===== src/rtl/trg_pkg.sv =====
package trg_pkg;

  localparam int DIV_W     = 19;
  localparam int DVS_W     = 14;
  localparam int STEP_W    = 5;
  localparam logic [STEP_W-1:0] DIV_LAST = STEP_W'(DIV_W - 1);

  localparam logic [10:0] CNT_MAX = 11'd2047;

  localparam logic [20:0] CP_UPPER_A = 21'h41;
  localparam logic [20:0] CP_UPPER_Z = 21'h5A;
  localparam logic [20:0] CP_LOWER_A = 21'h61;
  localparam logic [20:0] CP_LOWER_Z = 21'h7A;
  localparam logic [20:0] CP_CYR_LO  = 21'h410;
  localparam logic [20:0] CP_CYR_HI  = 21'h44F;
  localparam logic [20:0] CP_CYR_IO  = 21'h401;
  localparam logic [20:0] CP_CYR_YO  = 21'h451;
  localparam logic [20:0] CP_TAB     = 21'd9;
  localparam logic [20:0] CP_CR      = 21'd13;
  localparam logic [20:0] CP_SPACE   = 21'd32;
  localparam logic [20:0] CP_PERIOD  = 21'h2E;
  localparam logic [20:0] CP_BANG    = 21'h21;
  localparam logic [20:0] CP_QUERY   = 21'h3F;
  localparam logic [20:0] CP_ELLIPS  = 21'h2026;

  localparam logic [9:0]  COEF_L     = 10'd588;
  localparam logic [11:0] COEF_S     = 12'd2960;
  localparam logic signed [31:0] COEF_C = 32'sd158000;
  localparam logic signed [31:0] HALF_UNIT = 32'sd5000;
  localparam logic signed [31:0] RND_LIMIT = 32'sd320000;
  localparam logic [6:0]  PCT        = 7'd100;

  // ceil(2^31 / 10000): exact floor division for every index below RND_LIMIT
  localparam logic [17:0] RECIP_UNIT  = 18'd214749;
  localparam int          RECIP_SHIFT = 31;

  localparam logic [11:0] RST_MIN_LEN = 12'd50;
  localparam logic [4:0]  RST_TOP     = 5'd16;

  localparam logic REG_MIN_LEN = 1'b0;
  localparam logic REG_TOP     = 1'b1;

  typedef enum logic [1:0] {
    CLS_PRESCHOOL = 2'd0,
    CLS_GRADE     = 2'd1,
    CLS_ABOVE     = 2'd2,
    CLS_NO_WORDS  = 2'd3
  } grade_class_t;

  typedef enum logic [6:0] {
    ST_IDLE = 7'b0000001,
    ST_LOAD = 7'b0000010,
    ST_DIV  = 7'b0000100,
    ST_MUL  = 7'b0001000,
    ST_RND  = 7'b0010000,
    ST_SCL  = 7'b0100000,
    ST_FIN  = 7'b1000000
  } state_t;

  typedef struct packed {
    logic take;
    logic load_div;
    logic step_div;
    logic load_mul;
    logic load_rnd;
    logic load_scl;
    logic load_out;
  } cmd_t;

  typedef struct packed {
    logic skip;
  } sts_t;

endpackage


===== src/rtl/trg_in_if.sv =====
interface trg_in_if;
  logic        valid;
  logic        ready;
  logic [20:0] char_code;
  logic        last_char;

  modport source (output valid, output char_code, output last_char, input ready);
  modport sink   (input valid, input char_code, input last_char, output ready);
endinterface


===== src/rtl/trg_out_if.sv =====
interface trg_out_if;
  logic        valid;
  logic        ready;
  logic [10:0] char_count;
  logic [10:0] letter_count;
  logic [10:0] word_count;
  logic [10:0] sentence_count;
  logic        missing_end_mark;
  logic [1:0]  grade_class;
  logic [4:0]  grade;

  modport source (output valid, output char_count, output letter_count, output word_count,
                  output sentence_count, output missing_end_mark, output grade_class,
                  output grade, input ready);
  modport sink   (input valid, input char_count, input letter_count, input word_count,
                  input sentence_count, input missing_end_mark, input grade_class,
                  input grade, output ready);
endinterface


===== src/rtl/trg_ctrl.sv =====
module trg_ctrl (
  input  logic          clk,
  input  logic          rst,
  input  logic          in_valid,
  input  logic          in_last,
  output logic          in_ready,
  output logic          out_valid,
  input  logic          out_ready,
  input  trg_pkg::sts_t sts,
  output trg_pkg::cmd_t cmd
);

  trg_pkg::state_t state, state_next;
  logic [trg_pkg::STEP_W-1:0] step, step_next;

  always_comb begin
    state_next = state;
    step_next  = step;
    cmd        = '0;
    in_ready   = 1'b0;
    case (state)
      trg_pkg::ST_IDLE: begin
        in_ready = 1'b1;
        cmd.take = in_valid;
        if (in_valid && in_last) state_next = trg_pkg::ST_LOAD;
      end
      trg_pkg::ST_LOAD: begin
        cmd.load_div = 1'b1;
        step_next    = '0;
        state_next   = sts.skip ? trg_pkg::ST_FIN : trg_pkg::ST_DIV;
      end
      trg_pkg::ST_DIV: begin
        cmd.step_div = 1'b1;
        step_next    = step + 1'b1;
        if (step == trg_pkg::DIV_LAST) begin
          state_next = trg_pkg::ST_MUL;
        end
      end
      trg_pkg::ST_MUL: begin
        cmd.load_mul = 1'b1;
        state_next   = trg_pkg::ST_RND;
      end
      trg_pkg::ST_RND: begin
        cmd.load_rnd = 1'b1;
        state_next   = trg_pkg::ST_SCL;
      end
      trg_pkg::ST_SCL: begin
        // scale the rounded index down by the unit
        cmd.load_scl = 1'b1;
        state_next   = trg_pkg::ST_FIN;
      end
      trg_pkg::ST_FIN: begin
        if (!out_valid || out_ready) begin
          cmd.load_out = 1'b1;
          state_next   = trg_pkg::ST_IDLE;
        end
      end
      default: state_next = trg_pkg::ST_IDLE;
    endcase
  end

  always_ff @(posedge clk) begin
    if (rst) begin
      state     <= trg_pkg::ST_IDLE;
      step      <= '0;
      out_valid <= 1'b0;
    end else begin
      state <= state_next;
      step  <= step_next;
      if (cmd.load_out) out_valid <= 1'b1;
      else if (out_ready) out_valid <= 1'b0;
    end
  end

  a_last_starts: assert property (@(posedge clk) disable iff (rst)
    (in_valid && in_ready && in_last) |=> (state == trg_pkg::ST_LOAD))
    else $error("final item did not start grading");

  a_step_bound: assert property (@(posedge clk) disable iff (rst)
    (state == trg_pkg::ST_DIV) |-> (step <= trg_pkg::DIV_LAST))
    else $error("divide step counter overran");

  a_out_from_fin: assert property (@(posedge clk) disable iff (rst)
    $rose(out_valid) |-> $past(state == trg_pkg::ST_FIN))
    else $error("result raised outside finish state");

endmodule


===== src/rtl/trg_dpath.sv =====
module trg_dpath #(
  parameter int MAX_TEXT = 2048
) (
  input  logic          clk,
  input  logic          rst,
  input  trg_pkg::cmd_t cmd,
  output trg_pkg::sts_t sts,
  input  logic [20:0]   char_code,
  input  logic          last_char,
  input  logic [11:0]   min_len,
  input  logic [4:0]    top_grade,
  output logic [10:0]   char_count,
  output logic [10:0]   letter_count,
  output logic [10:0]   word_count,
  output logic [10:0]   sentence_count,
  output logic          missing_end_mark,
  output logic [1:0]    grade_class,
  output logic [4:0]    grade
);

  localparam int CAP_INT = (MAX_TEXT < 4095) ? MAX_TEXT : 4095;
  localparam logic [11:0] TOTAL_CAP = 12'(CAP_INT);

  function automatic logic is_letter(input logic [20:0] c);
    is_letter = (c >= trg_pkg::CP_UPPER_A && c <= trg_pkg::CP_UPPER_Z) ||
                (c >= trg_pkg::CP_LOWER_A && c <= trg_pkg::CP_LOWER_Z) ||
                (c >= trg_pkg::CP_CYR_LO && c <= trg_pkg::CP_CYR_HI) ||
                c == trg_pkg::CP_CYR_IO || c == trg_pkg::CP_CYR_YO;
  endfunction

  function automatic logic is_space(input logic [20:0] c);
    is_space = (c >= trg_pkg::CP_TAB && c <= trg_pkg::CP_CR) || c == trg_pkg::CP_SPACE;
  endfunction

  function automatic logic is_mark(input logic [20:0] c);
    is_mark = c == trg_pkg::CP_PERIOD || c == trg_pkg::CP_BANG ||
              c == trg_pkg::CP_QUERY || c == trg_pkg::CP_ELLIPS;
  endfunction

  // running counts
  logic [11:0] total, total_next;
  logic [10:0] letters, letters_next;
  logic [10:0] words, words_next;
  logic [10:0] sents, sents_next;
  logic        in_word, in_word_next;
  logic        after, after_next;
  logic        letter;

  // per-text snapshot
  logic [10:0] s_chars, s_letters, s_words, s_sents;
  logic        s_missing, s_short, s_nowords;
  logic [10:0] chars_w, sents_eff;
  logic        missing_w;

  // divider lanes and grade arithmetic
  logic [trg_pkg::DIV_W-1:0] qa, qb;
  logic [trg_pkg::DVS_W-1:0] ra, rb, dvs;
  logic [trg_pkg::DVS_W:0]   sha, shb;
  logic [26:0] p_l;
  logic [29:0] p_s;
  logic signed [31:0] v, x;
  logic [trg_pkg::DIV_W+17:0] scl_p;
  logic        neg, big;
  logic [1:0]  cls_w;
  logic [4:0]  grade_w;

  always_comb begin
    letter       = is_letter(char_code);
    total_next   = (total < TOTAL_CAP) ? total + 1'b1 : TOTAL_CAP;
    letters_next = letters;
    words_next   = words;
    sents_next   = sents;
    after_next   = after;
    in_word_next = letter;
    if (letter) begin
      if (letters != trg_pkg::CNT_MAX) letters_next = letters + 1'b1;
      if (!in_word && words != trg_pkg::CNT_MAX) words_next = words + 1'b1;
    end
    if (is_mark(char_code) && !after) begin
      if (sents != trg_pkg::CNT_MAX) sents_next = sents + 1'b1;
      after_next = 1'b1;
    end else if (is_space(char_code)) begin
      after_next = 1'b0;
    end
    missing_w = (sents_next == 11'd0) && (letters_next != 11'd0);
    sents_eff = missing_w ? 11'd1 : sents_next;
    // drop the trailing newline from the character total
    if (total_next == 12'd0) chars_w = 11'd0;
    else if (total_next > 12'd2048) chars_w = trg_pkg::CNT_MAX;
    else chars_w = 11'(total_next - 1'b1);
  end

  always_ff @(posedge clk) begin
    if (rst) begin
      total   <= '0;
      letters <= '0;
      words   <= '0;
      sents   <= '0;
      in_word <= 1'b0;
      after   <= 1'b0;
    end else if (cmd.take) begin
      if (last_char) begin
        total   <= '0;
        letters <= '0;
        words   <= '0;
        sents   <= '0;
        in_word <= 1'b0;
        after   <= 1'b0;
      end else begin
        total   <= total_next;
        letters <= letters_next;
        words   <= words_next;
        sents   <= sents_next;
        in_word <= in_word_next;
        after   <= after_next;
      end
    end
  end

  always_ff @(posedge clk) begin
    if (cmd.take && last_char) begin
      s_chars   <= chars_w;
      s_letters <= letters_next;
      s_words   <= words_next;
      s_sents   <= sents_eff;
      s_missing <= missing_w;
      s_short   <= total_next < min_len;
      s_nowords <= words_next == 11'd0;
    end
  end

  assign sts.skip = s_short || s_nowords;

  assign sha = {ra, qa[trg_pkg::DIV_W-1]};
  assign shb = {rb, qb[trg_pkg::DIV_W-1]};

  assign scl_p = qa * trg_pkg::RECIP_UNIT;

  always_comb begin
    v = $signed({5'b0, p_l}) - $signed({2'b0, p_s}) - trg_pkg::COEF_C;
    x = v + trg_pkg::HALF_UNIT;
  end

  always_ff @(posedge clk) begin
    if (cmd.load_div) begin
      qa  <= trg_pkg::DIV_W'(s_letters * trg_pkg::PCT);
      qb  <= trg_pkg::DIV_W'(s_sents * trg_pkg::PCT);
      ra  <= '0;
      rb  <= '0;
      dvs <= trg_pkg::DVS_W'(s_words);
    end else if (cmd.step_div) begin
      if (sha >= {1'b0, dvs}) begin
        ra <= trg_pkg::DVS_W'(sha - {1'b0, dvs});
        qa <= {qa[trg_pkg::DIV_W-2:0], 1'b1};
      end else begin
        ra <= sha[trg_pkg::DVS_W-1:0];
        qa <= {qa[trg_pkg::DIV_W-2:0], 1'b0};
      end
      if (shb >= {1'b0, dvs}) begin
        rb <= trg_pkg::DVS_W'(shb - {1'b0, dvs});
        qb <= {qb[trg_pkg::DIV_W-2:0], 1'b1};
      end else begin
        rb <= shb[trg_pkg::DVS_W-1:0];
        qb <= {qb[trg_pkg::DIV_W-2:0], 1'b0};
      end
    end else if (cmd.load_rnd) begin
      // hold negative and out-of-range indexes as flags, scale the rest
      neg <= v[31];
      big <= !v[31] && (x >= trg_pkg::RND_LIMIT);
      qa  <= (!v[31] && x < trg_pkg::RND_LIMIT) ? x[trg_pkg::DIV_W-1:0] : '0;
      qb  <= '0;
      ra  <= '0;
      rb  <= '0;
    end else if (cmd.load_scl) begin
      qa <= trg_pkg::DIV_W'(scl_p[trg_pkg::RECIP_SHIFT+4:trg_pkg::RECIP_SHIFT]);
    end
  end

  always_ff @(posedge clk) begin
    if (cmd.load_mul) begin
      p_l <= 27'(qa * trg_pkg::COEF_L);
      p_s <= 30'(qb * trg_pkg::COEF_S);
    end
  end

  always_comb begin
    grade_w = 5'd0;
    if (s_short) cls_w = trg_pkg::CLS_PRESCHOOL;
    else if (s_nowords) cls_w = trg_pkg::CLS_NO_WORDS;
    else if (neg) cls_w = trg_pkg::CLS_PRESCHOOL;
    else if (big) cls_w = trg_pkg::CLS_ABOVE;
    else if (qa[4:0] > top_grade) cls_w = trg_pkg::CLS_ABOVE;
    else if (qa[4:0] == 5'd0) cls_w = trg_pkg::CLS_PRESCHOOL;
    else begin
      cls_w   = trg_pkg::CLS_GRADE;
      grade_w = qa[4:0];
    end
  end

  always_ff @(posedge clk) begin
    if (cmd.load_out) begin
      char_count       <= s_chars;
      letter_count     <= s_letters;
      word_count       <= s_words;
      sentence_count   <= s_sents;
      missing_end_mark <= s_missing;
      grade_class      <= cls_w;
      grade            <= grade_w;
    end
  end

endmodule


===== src/rtl/text_readability_grader.sv =====
// Timing: an item that is not the last of its text is counted in the cycle it is
// accepted. A last item yields its result after a 19-step restoring divider, a
// multiply, a rounding step and a reciprocal scaling by the unit, all of which are
// skipped when the text is short or has no words.
// Throughput: one item per cycle while a text streams in; after a last item, input
// is held off until its result is in the output register.
// Reset (rst, synchronous): counts clear, min_text_length = 50, top_grade = 16.
module text_readability_grader #(
  parameter int MAX_TEXT = 2048
) (
  input  logic        clk,
  input  logic        rst,
  trg_in_if.sink      text_in,
  trg_out_if.source   grade_out,
  input  logic        psel,
  input  logic        penable,
  input  logic        pwrite,
  input  logic [2:0]  paddr,
  input  logic [31:0] pwdata,
  output logic [31:0] prdata,
  output logic        pready
);

  logic [11:0]   min_len;
  logic [4:0]    top_grade;
  trg_pkg::cmd_t cmd;
  trg_pkg::sts_t sts;

  assign pready = 1'b1;

  always_ff @(posedge clk) begin
    if (rst) begin
      min_len   <= trg_pkg::RST_MIN_LEN;
      top_grade <= trg_pkg::RST_TOP;
    end else if (psel && penable && pwrite) begin
      if (paddr[2] == trg_pkg::REG_MIN_LEN) min_len <= pwdata[11:0];
      else top_grade <= pwdata[4:0];
    end
  end

  always_comb begin
    if (paddr[2] == trg_pkg::REG_TOP) prdata = {27'b0, top_grade};
    else prdata = {20'b0, min_len};
  end

  trg_ctrl u_ctrl (
    .clk       (clk),
    .rst       (rst),
    .in_valid  (text_in.valid),
    .in_last   (text_in.last_char),
    .in_ready  (text_in.ready),
    .out_valid (grade_out.valid),
    .out_ready (grade_out.ready),
    .sts       (sts),
    .cmd       (cmd)
  );

  trg_dpath #(.MAX_TEXT(MAX_TEXT)) u_dpath (
    .clk              (clk),
    .rst              (rst),
    .cmd              (cmd),
    .sts              (sts),
    .char_code        (text_in.char_code),
    .last_char        (text_in.last_char),
    .min_len          (min_len),
    .top_grade        (top_grade),
    .char_count       (grade_out.char_count),
    .letter_count     (grade_out.letter_count),
    .word_count       (grade_out.word_count),
    .sentence_count   (grade_out.sentence_count),
    .missing_end_mark (grade_out.missing_end_mark),
    .grade_class      (grade_out.grade_class),
    .grade            (grade_out.grade)
  );

endmodule

===== src/flat_wrapper.sv =====
// flat-port wrapper written by rule: the top's interface ports become plain ports
module text_readability_grader_flat 
#(
  parameter int MAX_TEXT = 2048
)
  (clk, rst, psel, penable, pwrite, paddr, pwdata, prdata, pready, text_in_valid, text_in_char_code, text_in_last_char, text_in_ready, grade_out_valid, grade_out_char_count, grade_out_letter_count, grade_out_word_count, grade_out_sentence_count, grade_out_missing_end_mark, grade_out_grade_class, grade_out_grade, grade_out_ready);
  trg_in_if text_in_i ();
  trg_out_if grade_out_i ();
  input  logic clk;
  input  logic rst;
  input  logic psel;
  input  logic penable;
  input  logic pwrite;
  input  logic [2:0] paddr;
  input  logic [31:0] pwdata;
  output logic [31:0] prdata;
  output logic pready;
  input wire logic [$bits(text_in_i.valid)-1:0] text_in_valid;
  input wire logic [$bits(text_in_i.char_code)-1:0] text_in_char_code;
  input wire logic [$bits(text_in_i.last_char)-1:0] text_in_last_char;
  output wire logic [$bits(text_in_i.ready)-1:0] text_in_ready;
  output wire logic [$bits(grade_out_i.valid)-1:0] grade_out_valid;
  output wire logic [$bits(grade_out_i.char_count)-1:0] grade_out_char_count;
  output wire logic [$bits(grade_out_i.letter_count)-1:0] grade_out_letter_count;
  output wire logic [$bits(grade_out_i.word_count)-1:0] grade_out_word_count;
  output wire logic [$bits(grade_out_i.sentence_count)-1:0] grade_out_sentence_count;
  output wire logic [$bits(grade_out_i.missing_end_mark)-1:0] grade_out_missing_end_mark;
  output wire logic [$bits(grade_out_i.grade_class)-1:0] grade_out_grade_class;
  output wire logic [$bits(grade_out_i.grade)-1:0] grade_out_grade;
  input wire logic [$bits(grade_out_i.ready)-1:0] grade_out_ready;
  assign text_in_i.valid = text_in_valid;
  assign text_in_i.char_code = text_in_char_code;
  assign text_in_i.last_char = text_in_last_char;
  assign text_in_ready = text_in_i.ready;
  assign grade_out_valid = grade_out_i.valid;
  assign grade_out_char_count = grade_out_i.char_count;
  assign grade_out_letter_count = grade_out_i.letter_count;
  assign grade_out_word_count = grade_out_i.word_count;
  assign grade_out_sentence_count = grade_out_i.sentence_count;
  assign grade_out_missing_end_mark = grade_out_i.missing_end_mark;
  assign grade_out_grade_class = grade_out_i.grade_class;
  assign grade_out_grade = grade_out_i.grade;
  assign grade_out_i.ready = grade_out_ready;
  text_readability_grader #(.MAX_TEXT(MAX_TEXT)) u_core (.clk(clk), .rst(rst), .text_in(text_in_i), .grade_out(grade_out_i), .psel(psel), .penable(penable), .pwrite(pwrite), .paddr(paddr), .pwdata(pwdata), .prdata(prdata), .pready(pready));
endmodule

===== config.mk =====
export PLATFORM = sky130hd
export DESIGN_NAME = text_readability_grader_flat
export DESIGN_NICKNAME = d
export VERILOG_FILES = /design/src/rtl/trg_pkg.sv /design/src/rtl/trg_in_if.sv /design/src/rtl/trg_out_if.sv /design/src/rtl/trg_ctrl.sv /design/src/rtl/trg_dpath.sv /design/src/rtl/text_readability_grader.sv /design/src/flat_wrapper.sv
export SDC_FILE = /design/constraint.sdc
export NUM_CORES = 1
export LEC_CHECK = 0
export BUFFER_PORTS_ARGS = -buffer_cell sky130_fd_sc_hd__buf_4
export CORE_MARGIN = 5
export CORE_UTILIZATION = 25
export CTS_BUF_LIST = sky130_fd_sc_hd__clkbuf_4 sky130_fd_sc_hd__clkbuf_8 sky130_fd_sc_hd__clkbuf_16
export DETAILED_ROUTE_END_ITERATION = 10
export GPL_TIMING_DRIVEN = 0
export PLACE_DENSITY = 0.5
export SETUP_SLACK_MARGIN = 0.15
export SYNTH_ARGS = -nofsm -noshare
export SYNTH_HDL_FRONTEND = slang
export SYNTH_SLANG_ARGS = --single-unit

===== constraint.sdc =====
create_clock -name clk -period 13.4 [get_ports clk]
set_input_delay 0.67 -clock clk [delete_from_list [all_inputs] [get_ports clk]]
set_output_delay 0.67 -clock clk [all_outputs]
set_load 0.01 [all_outputs]

==> results of run 1 <==
## registers in the layout, indices dropped and copies added (netlist names), 12 cells and up
signal                cells
u_core.min_len           12
u_core.u_dpath.qa        19
u_core.u_dpath.p_l       25
u_core.u_dpath.rb        14
u_core.u_dpath.ra        14
u_core.u_dpath.p_s       26
u_core.u_dpath.qb        19
u_core.u_dpath.total     12
## through the flow
stage / utilization / hold WS (ns) / area [um^2]
3_5_place_dp: 0.275 / 0.406 / 32900
2_1_floorplan: - / 0.400 / 30000
3_3_place_gp: 0.274 / 0.411 / 32800
6_report: 0.286 / 0.291 / 34200
5_1_grt: 0.286 / 0.289 / 34200
4_1_cts: 0.286 / 0.249 / 34200
## layer usage
layer  GRT usage  share of wire  vias up
met3      0.0170          0.034       97
met2       0.210           0.48      336
met5           0              0        -
met1       0.162           0.46    10600
met4      0.0343          0.028        0
li1            -              -    11000
## final timing paths
kind                                        to  slack [ns]  cells after the start
setup / recovery          u_core.u_dpath.qa[4]        5.35                     25
hold / removal               u_core.min_len[5]        0.29                      2
setup reg to reg          u_core.u_dpath.qa[4]        5.35                     25
hold reg to reg   u_core.u_dpath.char_count[9]        0.43                      0
## worst max-delay path: stages, from the launching register on
cell and delay [ns]:
dfxtp_1 0.84, inv_1 0.35, ha_1 0.58, ha_1 0.38, inv_1 0.05, fa_1 0.52
inv_1 0.05, fa_1 0.52, inv_1 0.05, fa_1 0.53, inv_1 0.06, fa_1 0.48
ha_1 0.33, nand2_1 0.07, a21oi_1 0.05, a221o_1 0.33, a21o_1 0.23, a211oi_1 0.25
o21ai_0 0.15, a221oi_1 0.26, a21boi_0 0.51, o2111ai_1 0.32, a2111o_1 0.47, o21ai_0 0.10
a2bb2oi_1 0.23, o21ai_2 0.07
## layout make-up
class                           count  area share
Multi-Input combinational cell   2171       0.567
Sequential cell                   306       0.236
Inverter                          539      0.0592
Tap cell                         1612      0.0590
Clock buffer                       45      0.0295
Timing Repair Buffer              109      0.0251
Buffer                            107      0.0152
Clock inverter                     22     0.00823
## layout by cell type (no fill, tap or decap), drive strengths merged, types with 46 or more instances in the layout
cell      n
a21oi   148
nand3    80
clkbuf  109
inv     541
nor2    185
buf     152
edfxtp  195
a22oi    46
xor2     48
dfxtp   111
fa      226
ha      427
xnor2   119
nor3     50
a21o     54
nand2   139
o21ai   142
## cell families after synthesis
| kind of cell | Yosys count |
|---|---|
| AO/OA/AOI/OAI | 628 |
| flip-flops | 306 |
| multiplexers | 33 |
| adder cells (fa/ha/maj) | 653 |
| AND/OR/NAND/NOR | 669 |
| other | 2 |
| XOR/XNOR | 167 |
| buffers and inverters | 646 |
## power by group
group	leakage, nW	switching, W	internal [W]	total [W]
sequential	2.66	0.0000557	0.00111	0.00116
clock	0.640	0.000429	0.000641	0.00107
combinational	12.1	0.00146	0.00118	0.00264
total	15.4	0.00195	0.00293	0.00487
==> flow_summary.ini, run 1 <==
[clock_tree]
cts.reportedPaths.clkPinSlew_ns = 0.06
ctsHtreeMaxLevel = 2
clock_path_buffers = 3
cts_resized = 0
cts_buffers = 37
clock_tree_root_driver_cell = clkbuf_16
ctsHoldBuffers = 0
worstSkewPairLatency_ns = 0.57
postCtsSetupBuffers = 0
clkSinkCount = 306
cts_tree = built

[final_layout]
fillerInstances = 12700
multi_input_area_um2 = 19400
sequential_standard_cell_area_um2 = 8080
num-nets-final = 3988
area_delta_synth_final_pct = 14.2
post_layout_nonfiller_instances = 4911
antennaDiodeCount = 0
final_layout_size_suffix_gt1_frac = 0.0834

[floorplan]
dieArea_um2 = 127000
floorplan.die.width_um = 356
rows = 127
initial_cell_density_of_the_core = 0.250
core_box_area_um2 = 119000
ios = 151
chipHeight_um = 356

[yosys]
syn-mean-instance-area_um2 = 9.64
synthesis.area_um2 = 29900
muxShareOfSynthArea = 0.0114
synthesis.instances = 3104
synth_enable_flop_cells = 195
synth_sequential_area_ratio = 0.270
synth.distinct_cells = 96
async_reset_ff_frac = 0
synth_largest_area_cell = edfxtp_1
synth-seq-cells = 306
synthesis.yosys.warnings = 0
synth_top_cells_by_area = edfxtp_1 (20%), ha_1 (18%), fa_1 (15%)
yosys.area_share.xor_xnor = 0.0496
synth-simple-area-share = 0.112
netlist_top_cells_count = inv_1 (539), ha_1 (427), fa_1 (226)
post_synth_fa_ha_maj_area_fraction = 0.330
synth_ff_type = edfxtp_1
most_instantiated_library_cell_after_synthesis = inv_1
synth_top_area_share = 0.196
synth_top_family_by_area = adder cells
synth-compound-area-share = 0.143

[detailed_routing]
firstDrtPassIters = 5
detail_route.drc_violations = 0
vias = 22000
drtAntennaViolNets = 0
detailed_router_s_first_iteration_violation_count = 1131
routed_wirelength_mm = 78.2
route.detailed.vias_per_inst = 4.48
detail_route.wl_per_cell_um = 15.9

[sta]
worst_slew_margin_rel = 0.133
finalSetupTns_ns = 0
achievable-frequency_mhz = 124
final.setup.worst_slack_ns = 5.35
hold_viol_final = 0
finalCriticalPeriod_ns = 8.05
timing.final.setup_violations = 0
final_max_slew_viol_count = 0
rsz0062_at_grt = no
fin_skew_ns = 0.0292
worstMarginPinSlew_ns = 1.30
min_period_over_period = 0.601

[setup_path]
element_type_at_the_critical_path_end = flip-flop
critical_path_peak_fanout = 10
setup.worst_path.class = flip-flop to flip-flop
sort_of_element_at_the_start_of_the_critical_path = flip-flop
arrival_ns = 8.37
worst-endpoint-required_ns = 13.72
critPathLaunch = u_core.u_dpath.qa[1]
crit-reg2reg-launch = u_core.u_dpath.qa[1]

[global_routing]
grt_antenna_before_repair = 0
grt_pass1_vias = 22100
global_route.overflow_total = 0
maximum_number_of_pins_on_one_net_before_global_route_repair = 30
first_pass_grt_wire_length_mm = 124
grt_util_all_layers = 0.123

[placement]
place_worst_setup_slack_ns = 5.33
placer_congestion = 0.872
placement.io_buffers = 103
place.detailed.instances = 4844
hpwl_mm = 63.9

[power_and_ir_drop]
power_leakage_nw = 15.4
ir_worst_vdd_mv = 0.130
power_density_nw_per_um2 = 143
total_power_w = 0.00487

[outcome]
status = completed

[hold_path]
hp-class = input port to flip-flop
hold_path.startpoint = pwdata[5]

[flow_run]
max_cap_viols = 0
Note: power is estimated with default switching activity, not from simulation.
==> run 2, diff against run 1 <==
- clock period: 13.4 -> 8 ns (I/O delays scaled with it)
==> run 2 against run 1 <==
  * Worst hold slack lost 0.25 ns
  * Wire length is essentially flat
  * Die area unchanged
  * Clock skew rose by 0.0023 ns
  * Via count grew 0.15%
  * Worst setup slack worse by 4.8 ns
  * Register-to-register slack worse by 4.8 ns
  * Global-route usage unchanged
  * Critical endpoint unchanged
  * Largest power group unchanged
==> flow_summary.ini, run 2 (synthesis results as in run 1) <==
[global_routing]
grt_antenna_before_repair = 0
maximum_number_of_pins_on_one_net_before_global_route_repair = 30
first_pass_grt_wire_length_mm = 124
grt_util_all_layers = 0.123
global_route.overflow_total = 0
grt_pass1_vias = 22100

[setup_path]
arrival_ns = 7.78
worst_path_largest_cell_delay_ns = 0.70
sort_of_element_at_the_start_of_the_critical_path = flip-flop
element_type_at_the_critical_path_end = flip-flop
critPathSlowestCell = edfxtp_1
worst-endpoint-required_ns = 8.33
crit-reg2reg-launch = u_core.u_dpath.qa[8]
worst-r2r-setup-slack_ns = 0.54
cp_cell_sequence = ha_1, inv_1, fa_1, inv_1, fa_1, inv_1, fa_1, inv_1, fa_1, fa_1, ha_1, or3_1, a221o_1, a21o_1, a211oi_1, o21ai_0, a221oi_1, a21boi_2, o2111ai_1, a2111o_1, o21ai_0, a2bb2oi_1, o21ai_2
cp_common_cell = fa_1
critPathLaunch = u_core.u_dpath.qa[8]
critical_path_peak_fanout = 8
setup.worst_path.class = flip-flop to flip-flop

[final_layout]
layout_commonest_cell = inv_1
top_register = u_core.u_dpath.p_s
finish.instance_area_um2 = 34200
fillerInstances = 12700
area_delta_synth_final_pct = 14.3
post_layout_nonfiller_instances = 4912
num-nets-final = 3989
antennaDiodeCount = 0
layout_common_cells = inv_1 (539), ha_1 (427), fa_1 (226)
largest_register_ffs = 26
final_layout_size_suffix_gt1_frac = 0.0842
reg_top3 = u_core.u_dpath.p_s: 26 flops, u_core.u_dpath.p_l: 25 flops

[clock_tree]
cts_buffers = 37
worstSkewPairLatency_ns = 0.57
cts_tree = built
ctsHtreeMaxLevel = 2
clkSinkCount = 306
clock_path_buffers = 3
clock_tree_root_driver_cell = clkbuf_16
cts.reportedPaths.clkPinSlew_ns = 0.06

[sta]
rsz0062_at_grt = no
worstMarginPinSlew_ns = 1.31
min_period_over_period = 0.932
achievable-frequency_mhz = 134
finalCriticalPeriod_ns = 7.46
timing.final.setup_violations = 0
worst_slew_margin_rel = 0.125
final.setup.worst_slack_ns = 0.543
final_max_slew_viol_count = 0
fin_skew_ns = 0.0315
hold_viol_final = 0

[detailed_routing]
route.detailed.vias_per_inst = 4.49
detail_route.drc_violations = 0
drtAntennaViolNets = 0
firstDrtPassIters = 5
vias = 22000
detail_route.wl_per_cell_um = 15.9
routed_wirelength_mm = 78.2
detailed_router_s_first_iteration_violation_count = 1082

[power_and_ir_drop]
internal-power_w = 0.00491
power_frac_seq = 0.238
net-switching-power_w = 0.00326
proportion_of_power_drawn_by_combinational_gates = 0.542
total_power_w = 0.00817
switching_share = 0.399
power_density_nw_per_um2 = 239
power_leakage_nw = 15.4
pwr-share-clk = 0.219
ir_worst_vdd_mv = 0.218

[floorplan]
floorplan.die.width_um = 356
core_box_area_um2 = 119000
dieArea_um2 = 127000
initial_cell_density_of_the_core = 0.250
rows = 127
chipHeight_um = 356
ios = 151

[placement]
placement.io_buffers = 103
placedInstanceArea_um2 = 32900
place.detailed.instances = 4844
hpwl_mm = 63.9
place_worst_setup_slack_ns = -0.0685
placer_congestion = 0.872

[flow_run]
max_cap_viols = 0

[outcome]
status = completed

[hold_path]
hold_path.startpoint = pwdata[1]
hp-class = input port to flip-flop
[run 2: worst max-delay path, delay by kind of cell, from the launching register on]
| family | cells | cell delay, ns |
|---|---|---|
| simple gates | 1 | 0.36 |
| compound gates | 11 | 2.65 |
| buf+inv | 4 | 0.36 |
| fa+ha+maj | 7 | 3.12 |
| flops | 1 | 0.70 |
[run 2: final cells by class]
| class | count | area, um^2 | share of cell area |
|---|---|---|---|
| flip-flops and latches | 306 | 8080 | 0.236 |
| repair buffers | 110 | 868 | 0.0254 |
| multi-input cells | 2171 | 19400 | 0.567 |
| plain buffers | 107 | 520 | 0.0152 |
| clock inverters | 22 | 282 | 0.00823 |
| well taps | 1612 | 2020 | 0.0590 |
| inverters | 539 | 2020 | 0.0591 |
| clock buffers | 45 | 1010 | 0.0295 |
[run 2: stage by stage]
| stage | util | TNS (ns) | hold slack [ns] |
|---|---|---|---|
| detailed placement | 0.275 | -0.0685 | 0.406 |
| CTS | 0.286 | 0 | 0.00771 |
| floorplan | - | 0 | 0.400 |
| global placement | 0.274 | -0.0756 | 0.411 |
| finish | 0.286 | 0 | 0.0444 |
| global route | 0.286 | 0 | 0.0270 |
[run 2: worst paths after layout]
kind                                                endpoint  cells past startpoint
worst max-delay path                    u_core.u_dpath.qa[4]                     23
worst min-delay path                       u_core.min_len[1]                      2
worst min register to register  u_core.u_dpath.char_count[9]                      0
worst max register to register          u_core.u_dpath.qa[4]                     23
[run 2: timing repair]
action | CTS | global route
hold buffers | 1 | 0
gates resized for setup | 2 | 2
endpoints found under the hold margin | 1 | 0
endpoints found under the setup margin | 2 | 2
buffers inserted | 0 | 0
[run 2: power groups by stage]
stage	clock network, W	logic [W]	registers [W]
2_1_floorplan	0	0.00343	0.00193
3_3_place_gp	0	0.00447	0.00199
3_5_place_dp	0	0.00450	0.00198
4_1_cts	0.00185	0.00454	0.00195
5_1_grt	0.00192	0.00521	0.00195
6_report	0.00179	0.00443	0.00195
[run 2: layer usage]
metal  routed length, um  GRT usage  up-vias
met5                   0          0        -
met4                2200     0.0343        0
met3                2730     0.0168       98
met2               37100      0.210      343
met1               36100      0.162    10600
li1                    -          -    11000
==> run 3, diff against run 2 <==
- CORE_ASPECT_RATIO: default -> 2
==> run 3 against run 2 <==
  * Cell count decreased by 1.6%
  * Clock-buffer cell count decreased by 16
  * Combinational power increased by 5.6%
  * Sequential power about the same
  * Worst hold slack improved by 0.0041 ns
  * Largest cell class unchanged
  * Largest power group unchanged
==> flow_summary.ini, run 3 (synthesis results as in run 1) <==
[sta]
finalSetupTns_ns = 0
achievable-frequency_mhz = 133
hold_viol_final = 0
fin_skew_ns = 0.0188
worst_slew_margin_rel = 0.0209
min_period_over_period = 0.941
worstMarginPinSlew_ns = 1.46
rsz0062_at_grt = no
final_max_slew_viol_count = 0
final.setup.worst_slack_ns = 0.469
finalCriticalPeriod_ns = 7.53
timing.final.setup_violations = 0

[detailed_routing]
detail_route.drc_violations = 0
firstDrtPassIters = 7
vias = 22700
detail_route.wl_per_cell_um = 18.1
route.detailed.vias_per_inst = 4.69
detailed_router_s_first_iteration_violation_count = 764
routed_wirelength_mm = 87.7
drtAntennaViolNets = 0

[placement]
placer_congestion = 0.894
place_worst_setup_slack_ns = -0.0223
place.detailed.instances = 4772
placement.io_buffers = 103
hpwl_mm = 74.4

[global_routing]
grt_pass1_vias = 24500
grt_antenna_before_repair = 1
grt_util_all_layers = 0.137
global_route.overflow_total = 0
maximum_number_of_pins_on_one_net_before_global_route_repair = 30
first_pass_grt_wire_length_mm = 136

[final_layout]
final_layout_size_suffix_gt1_frac = 0.0835
layout_commonest_cell = inv_1
num-nets-final = 3990
layout_common_cells = inv_1 (539), ha_1 (427), fa_1 (226)
post_layout_nonfiller_instances = 4832
final_design_utilization = 0.285
largest_register_ffs = 26
reg_top3 = u_core.u_dpath.p_s: 26 flops, u_core.u_dpath.p_l: 25 flops
fillerInstances = 12500
top_register = u_core.u_dpath.p_s
area_delta_synth_final_pct = 13.2

[setup_path]
sort_of_element_at_the_start_of_the_critical_path = flip-flop
worst-endpoint-required_ns = 8.34
critical_path_peak_fanout = 8
setup.worst_path.class = flip-flop to flip-flop
element_type_at_the_critical_path_end = flip-flop
arrival_ns = 7.87

[floorplan]
floorplan.die.width_um = 255
rows = 179
ios = 151
initial_cell_density_of_the_core = 0.252
core_box_area_um2 = 119000
dieArea_um2 = 127000
chipHeight_um = 499

[power_and_ir_drop]
power_leakage_nw = 15.3
power_density_nw_per_um2 = 238
ir_worst_vdd_mv = 0.150

[clock_tree]
clkSinkCount = 306
cts_buffers = 26
ctsHtreeMaxLevel = 1
worstSkewPairLatency_ns = 0.60
cts_tree = built
clock_path_buffers = 3
cts.reportedPaths.clkPinSlew_ns = 0.09
clock_tree_root_driver_cell = clkbuf_16

[outcome]
status = completed

[flow_run]
max_cap_viols = 0

[hold_path]
hp-class = input port to flip-flop
run 3: routing by layer:
layer | global-route usage | vias to the layer above | part of all wire
li1 | - | 11000 | -
met1 | 0.121 | 11100 | 0.32
met2 | 0.296 | 376 | 0.61
met3 | 0.0101 | 181 | 0.020
met4 | 0.0662 | 0 | 0.056
met5 | 0 | - | 0
run 3: stage by stage:
stage               instance area, um^2  total power, W  hold WS (ns)
global placement                  32700         0.00667         0.413
detailed placement                32800         0.00674         0.412
CTS                               33900         0.00822       0.00513
floorplan                         30000         0.00536         0.400
finish                            33900         0.00805        0.0485
global route                      33900         0.00886        0.0417
run 3: power breakdown:
group | switching, W | internal [W]
Sequential | 0.0000900 | 0.00185
Combinational | 0.00266 | 0.00203
Clock | 0.000662 | 0.000764
run 3: final cells by class:
cell class | instances | area, um^2 | area share
tap | 1538 | 1920 | 0.0568
clock buffer | 29 | 691 | 0.0204
antenna | 1 | 2.50 | 0.0000738
sequential | 306 | 8080 | 0.238
inverter | 539 | 2020 | 0.0597
multi-input combinational | 2171 | 19400 | 0.573
clock inverter | 19 | 233 | 0.00687
buffer | 107 | 522 | 0.0154
timing repair buffer | 122 | 1000 | 0.0295
run 3: what timing repair did:
action,CTS,global route
hold endpoints to repair,1,0
setup buffers,8,2
cloned,0,0
endpoints found under the setup margin,2,2
gates resized for setup,2,2
hold buffers,1,0
run 3: path summary, 6_finish.rpt:
path	from	endpoint	slack [ns]	cells after the start
worst max-delay path	u_core.u_dpath.qa[12]	u_core.u_dpath.qa[4]	0.47	23
worst min-delay path	pwdata[1]	u_core.min_len[1]	0.05	2
worst max register to register	u_core.u_dpath.qa[12]	u_core.u_dpath.qa[4]	0.47	23
worst min register to register	u_core.u_dpath.s_chars[3]	u_core.u_dpath.char_count[3]	0.43	0
run 3: critical path, cell delays in order, from the launching register on:
cell	delay, ns
edfxtp_1	0.62
ha_1	0.48
inv_1	0.16
fa_1	0.58
inv_1	0.07
fa_1	0.50
inv_1	0.05
fa_1	0.47
inv_1	0.07
fa_1	0.51
fa_1	0.50
ha_1	0.22
or3_1	0.36
a221o_1	0.34
a21o_1	0.21
a211oi_1	0.22
o21ai_0	0.17
a221oi_1	0.28
a21boi_2	0.29
o2111ai_1	0.27
a2111o_1	0.46
o21ai_0	0.11
a2bb2oi_1	0.25
o21ai_2	0.07
